## src/sv/scst_pkg.sv

```systemverilog
package scst_pkg;

    // Configuration register indexes, as used on the write port.
    localparam int unsigned CFG_IDX_W = 2;

    typedef enum logic [CFG_IDX_W-1:0] {
        REG_CENTER_X = 2'd0,
        REG_CENTER_Y = 2'd1,
        REG_RADIUS   = 2'd2
    } cfg_reg_t;

    // Load enables for the two register stages of a split multiplier.
    typedef struct packed {
        logic load_pp;
        logic load_sum;
    } mul_en_t;

endpackage

```

## src/sv/scst_mul.sv

```systemverilog
module scst_mul #(
    parameter int A_WIDTH = 35,
    parameter int B_WIDTH = 35
) (
    input  logic                          clk,
    input  scst_pkg::mul_en_t             en,
    input  logic [A_WIDTH-1:0]            a,
    input  logic [B_WIDTH-1:0]            b,
    output logic [A_WIDTH+B_WIDTH-1:0]    product
);
    import scst_pkg::*;

    localparam int AL = (A_WIDTH + 1) / 2;
    localparam int AH = A_WIDTH - AL;
    localparam int BL = (B_WIDTH + 1) / 2;
    localparam int BH = B_WIDTH - BL;
    localparam int PW = A_WIDTH + B_WIDTH;

    logic [AL-1:0]    a_lo;
    logic [AH-1:0]    a_hi;
    logic [BL-1:0]    b_lo;
    logic [BH-1:0]    b_hi;
    logic [AL+BL-1:0] pp_ll_reg, pp_ll_next;
    logic [AH+BL-1:0] pp_hl_reg, pp_hl_next;
    logic [AL+BH-1:0] pp_lh_reg, pp_lh_next;
    logic [AH+BH-1:0] pp_hh_reg, pp_hh_next;
    logic [PW-1:0]    product_reg, product_next;

    assign a_lo = a[AL-1:0];
    assign a_hi = a[A_WIDTH-1:AL];
    assign b_lo = b[BL-1:0];
    assign b_hi = b[B_WIDTH-1:BL];

    // First stage: four half-width partial products.
    assign pp_ll_next = (AL+BL)'(a_lo) * (AL+BL)'(b_lo);
    assign pp_hl_next = (AH+BL)'(a_hi) * (AH+BL)'(b_lo);
    assign pp_lh_next = (AL+BH)'(a_lo) * (AL+BH)'(b_hi);
    assign pp_hh_next = (AH+BH)'(a_hi) * (AH+BH)'(b_hi);

    // Second stage: shifted sum of the partial products.
    assign product_next = PW'(pp_ll_reg)
                        + (PW'(pp_hl_reg) << AL)
                        + (PW'(pp_lh_reg) << BL)
                        + (PW'(pp_hh_reg) << (AL + BL));

    always_ff @(posedge clk)
    begin
        if (en.load_pp)
        begin
            pp_ll_reg <= pp_ll_next;
            pp_hl_reg <= pp_hl_next;
            pp_lh_reg <= pp_lh_next;
            pp_hh_reg <= pp_hh_next;
        end
        if (en.load_sum)
        begin
            product_reg <= product_next;
        end
    end

    assign product = product_reg;

endmodule

```

## config.mk

```make
export PLATFORM = sky130hd
export DESIGN_NAME = scst_mul
export DESIGN_NICKNAME = d
export VERILOG_FILES = /design/src/sv/scst_pkg.sv /design/src/sv/scst_mul.sv
export SDC_FILE = /design/constraint.sdc
export NUM_CORES = 2
export LEC_CHECK = 0
export ABC_AREA = 1
export BUFFER_PORTS_ARGS = -buffer_cell sky130_fd_sc_hd__buf_2
export CAP_MARGIN = 20
export CORE_ASPECT_RATIO = 1.75
export CORE_MARGIN = 5
export CORE_UTILIZATION = 61
export CTS_BUF_LIST = sky130_fd_sc_hd__clkbuf_8
export CTS_CLUSTER_SIZE = 30
export DETAILED_ROUTE_END_ITERATION = 12
export PLACE_DENSITY = 0.85
export SYNTH_ARGS = -nofsm -noshare
export SYNTH_HDL_FRONTEND = slang
export SYNTH_SLANG_ARGS = --single-unit
```

## constraint.sdc

```tcl
create_clock -name clk -period 7.4 [get_ports clk]
set_input_delay 0.74 -clock clk [delete_from_list [all_inputs] [get_ports clk]]
set_output_delay 0.74 -clock clk [all_outputs]
set_load 0.005 [all_outputs]
```

== Yosys cells after proc, flatten, opt, wreduce, memory -nomap -nowiden ==
Index checks and enable logic that the tools add are counted.

* Output and inout port bits: 70
* Bits in registers: 210
* Bits of input ports: 73

* $add $sub $neg: 3
* $mul: 4

{| class="wikitable"
|+ Operators with widths
! cell !! number
|-
| $add A55 B70 Y70 || 1
|-
| $add A54 B53 Y55 || 1
|-
| $add A36 B53 Y54 || 1
|-
| $mul A18 B18 Y36 || 1
|-
| $mul A17 B18 Y35 || 1
|-
| $mul A18 B17 Y35 || 1
|-
| $mul A17 B17 Y34 || 1
|}

== Depth between registers and ports, before layout ==
* Depth after elaboration: 3
* Mapped depth: 29
* Depth with buffers taken out: 27

== Worst setup path before layout ==
No wires, ideal clock.

* Kind: input -> register
* From: input b[9]
* To: register pp_ll_reg[31] (data pin)
* Slack: 1.570 ns
* Data required time: 7.148 ns
* Cell stages on the path: 23
* Setup time: 0.252 ns
* Path buffers: 2
* Arrival: 5.578 ns
* Cell sequence: clkbuf_1 clkbuf_1 nand2_1 fa_1 inv_1 fa_1 inv_1 fa_1 inv_1 fa_1 fa_1 inv_1 fa_1 inv_1 ha_1 a21oi_1 o21ai_0 a21oi_1 nor2_1 nor2_1 nand2_1 nand2_1 nand2_1

* Cells in the longest elaborated chain, start to end: 1

{| class="wikitable"
|+ Ends and longest elaborated chain
! item !! RTL line !! RTL
|-
| start: declaration || scst_mul.sv:8 || <nowiki>input logic [B_WIDTH-1:0] b,</nowiki>
|-
| $mul A18 B18 Y36 || scst_mul.sv:35 || <nowiki>assign pp_ll_next = (AL+BL)'(a_lo) * (AL+BL)'(b_lo);</nowiki>
|-
| net pp_ll_next[31] || scst_mul.sv:23 || <nowiki>logic [AL+BL-1:0] pp_ll_reg, pp_ll_next;</nowiki>
|-
| end signal: assignment || scst_mul.sv:50 || <nowiki>pp_ll_reg <= pp_ll_next;</nowiki>
|-
| end: declaration || scst_mul.sv:23 ||
|}

The timed path passes the listed nets, and every way through them passes these cells.
A chain may end at the register's enable or synchronous reset.

== Final worst setup path ==
* From: input b[11]
* To: register pp_ll_reg[19] (data pin)

Same word-level chain as after synthesis.

==> impl_metrics.tcl <==
set metrics [dict create \
    drt_iter0_markers 2909 \
    final_nets 8385 \
    final_common_cell "inv_1" \
    ys_ff_latch 210 \
    grt_pass1_vias 49300 \
    multi_input_area_um2 38200 \
    die_h_um 400 \
    cts.root.buffer_cell "clkbuf_8" \
    io_pins 143 \
    grt_use_total 0.351 \
    grt_max_degree 86 \
    vias 44300 \
    ys_seq_area_frac 0.119 \
    post_dp_cell_area_um2 55200 \
    synth-warning-count 0 \
    holdWs_ns 0.390 \
    wl_per_cell_um 19.7 \
    dp_hpwl_um 130000 \
    clk_pin_slew_worst_paths_ns 0.09 \
    fmax_mhz 161 \
    hold_path_class "reg2reg" \
    relSlewSlack 0.363 \
    required_ns 7.73 \
    clk_path_buf_depth 3 \
    async_flop_share 0 \
    syn_to_final_growth_pct 5.42 \
    crit_fanout 15 \
    hold_violations 0 \
    synth_cell_types 37 \
    synth_nets 8356 \
    setup-violations-final 0 \
    critPathMostFrequentCell "fa_1" \
    cp_cell_sequence "buf_2 -> buf_4 -> nand2_1 -> fa_1 -> inv_1 -> fa_1 -> fa_1 -> fa_1 -> fa_1 -> inv_1 -> fa_1 -> inv_1 -> ha_1 -> nand2_1 -> o21ai_0 -> a21oi_1 -> nand2_1 -> xor2_1" \
    crit_type "in2reg" \
    antenna_left 0 \
    cts_setup_buffers 0 \
    synth_top_family_by_area "adder cells" \
    start_util 0.612 \
    avgViaCountPerCell 5.51 \
    largest_reg_flops 70 \
    routed_wl_um 159000 \
    cts_buffers 36 \
    rsz0062_at_grt "no" \
    finalCriticalPeriod_ns 6.23 \
    grt.overflow.total 0 \
    core_area_um2 86600 \
    layout-drive-gt1-share 0.0570 \
    port_buffers 142 \
    seqCellArea_um2 6310 \
    cp-start-kind "input pin" \
    dr.pass1.iters 5 \
    outcome "finished clean" \
    grt_pass1_wl_um 252000 \
    cts.sinks 210 \
    fin_skew_ns 0.0452 \
    num-fill-cells 7246 \
    final_cell_mix "inv_1, nand2_1, fa_1, ha_1, nor2_1" \
    cp_slowest_stage_delay_ns 0.58 \
    synthAdderAreaFrac 0.486 \
    die_area_um2 93200 \
    worst_pin_slew_ns 0.956 \
    ctsResizeCount 0 \
    critPathCaptureType "register" \
    crit_slowest_cell "fa_1" \
    cts_htree_levels 2 \
    syn-instance-count 6818 \
    synth-xor-area-share 0.0180 \
    synth.avg_cell_area_um2 7.78 \
    gp_congestion 1.00 \
    period_share 0.842 \
    synthFlopType "edfxtp_1" \
    die_x_um 233 \
    antenna_found_initial 9 \
    clk-insertion-delay-late_ns 0.63 \
    hold_buffers 0 \
    rows 143 \
    final_area_um2 55900 \
    cts_tree "yes" \
    synthSimpleGateAreaFrac 0.187 \
    max_cap_violations 0 \
    synth_mux_area_frac 0 \
    synth_compound_area_frac 0.0295 \
    report.final.slew_viol_count 0 \
    setup_tns_ns 0 \
    synth_edf_count 210 \
    post-route-drc-count 0 \
    arrival_ns 6.56 \
    syn-cell-area_um2 53000 \
]
-- worst paths after layout --
check	startpoint	slack, ns	to	cells after the start
setup / recovery	b[11]	1.17	pp_ll_reg[19]	18
hold / removal	pp_ll_reg[3]	0.39	product[3]	0
setup reg to reg	pp_ll_reg[18]	4.15	product[55]	13
hold reg to reg	pp_ll_reg[3]	0.39	product[3]	0
-- cell usage after synthesis, types with 6 or more instances --
library cell / count / area share
nor2_2: 13 / 0.0015
nand3_1: 133 / 0.013
nand3b_1: 14 / 0.0020
xor2_1: 85 / 0.014
o211ai_1: 8 / 0.0011
nand2_2: 25 / 0.0029
nand4_1: 38 / 0.0045
inv_1: 1976 / 0.14
a21o_1: 16 / 0.0023
clkbuf_1: 279 / 0.020
nor2_4: 6 / 0.0013
inv_2: 6 / 0.00042
edfxtp_1: 210 / 0.12
ha_1: 471 / 0.11
fa_1: 994 / 0.38
o21bai_1: 10 / 0.0014
nor3_1: 39 / 0.0037
nor3_2: 7 / 0.0013
o21a_1: 8 / 0.0011
xnor2_1: 24 / 0.0040
nor2_1: 221 / 0.016
nand2_1: 1969 / 0.14
a21oi_1: 169 / 0.016
o21ai_0: 75 / 0.0071
-- layer usage --
layer | up-vias | part of all wire | GRT usage
li1 | 19700 | - | -
met1 | 21300 | 0.31 | 0.358
met2 | 2317 | 0.50 | 0.625
met3 | 968 | 0.083 | 0.0652
met4 | 6 | 0.11 | 0.280
met5 | - | 0.00028 | 0
-- cell type report --
type                            instances  area share
Clock buffer                           38     0.00935
Tap cell                             1160      0.0260
Inverter                             1983       0.133
Sequential cell                       210       0.113
Timing Repair Buffer                  271      0.0310
Clock inverter                         25     0.00360
Antenna cell                            6    0.000269
Multi-Input combinational cell       4345       0.684
-- kinds of logic (layout without fill, tap and decap cells) --
kind of cell             after synthesis  after routing
adder cells (fa/ha/maj)             1465           1465
AO/OA/AOI/OAI                        290            290
XOR/XNOR                             109            109
other                                  0              6
flip-flops                           210            210
buffers and inverters               2263           2317
AND/OR/NAND/NOR                     2481           2481
-- through the flow --
stage / util / std cells / setup slack (ns)
after floorplan: - / 6818 / 1.57
after global placement: 0.637 / 7969 / 0.718
after detailed placement: 0.637 / 7969 / 0.695
after CTS: 0.645 / 8032 / 1.34
after global routing: 0.645 / 8034 / 1.09
final: 0.646 / 8038 / 1.17
-- critical path: cells and delay by family --
family	cells	cell delay, ns
AND/OR/NAND/NOR	3	0.44
XOR/XNOR	1	0.44
AO/OA/AOI/OAI	2	0.52
adder cells (fa/ha/maj)	7	3.36
buffers and inverters	5	1.02
Power is not shown: default switching activity piles up to over one toggle a cycle in this logic, so the estimate is an artifact.
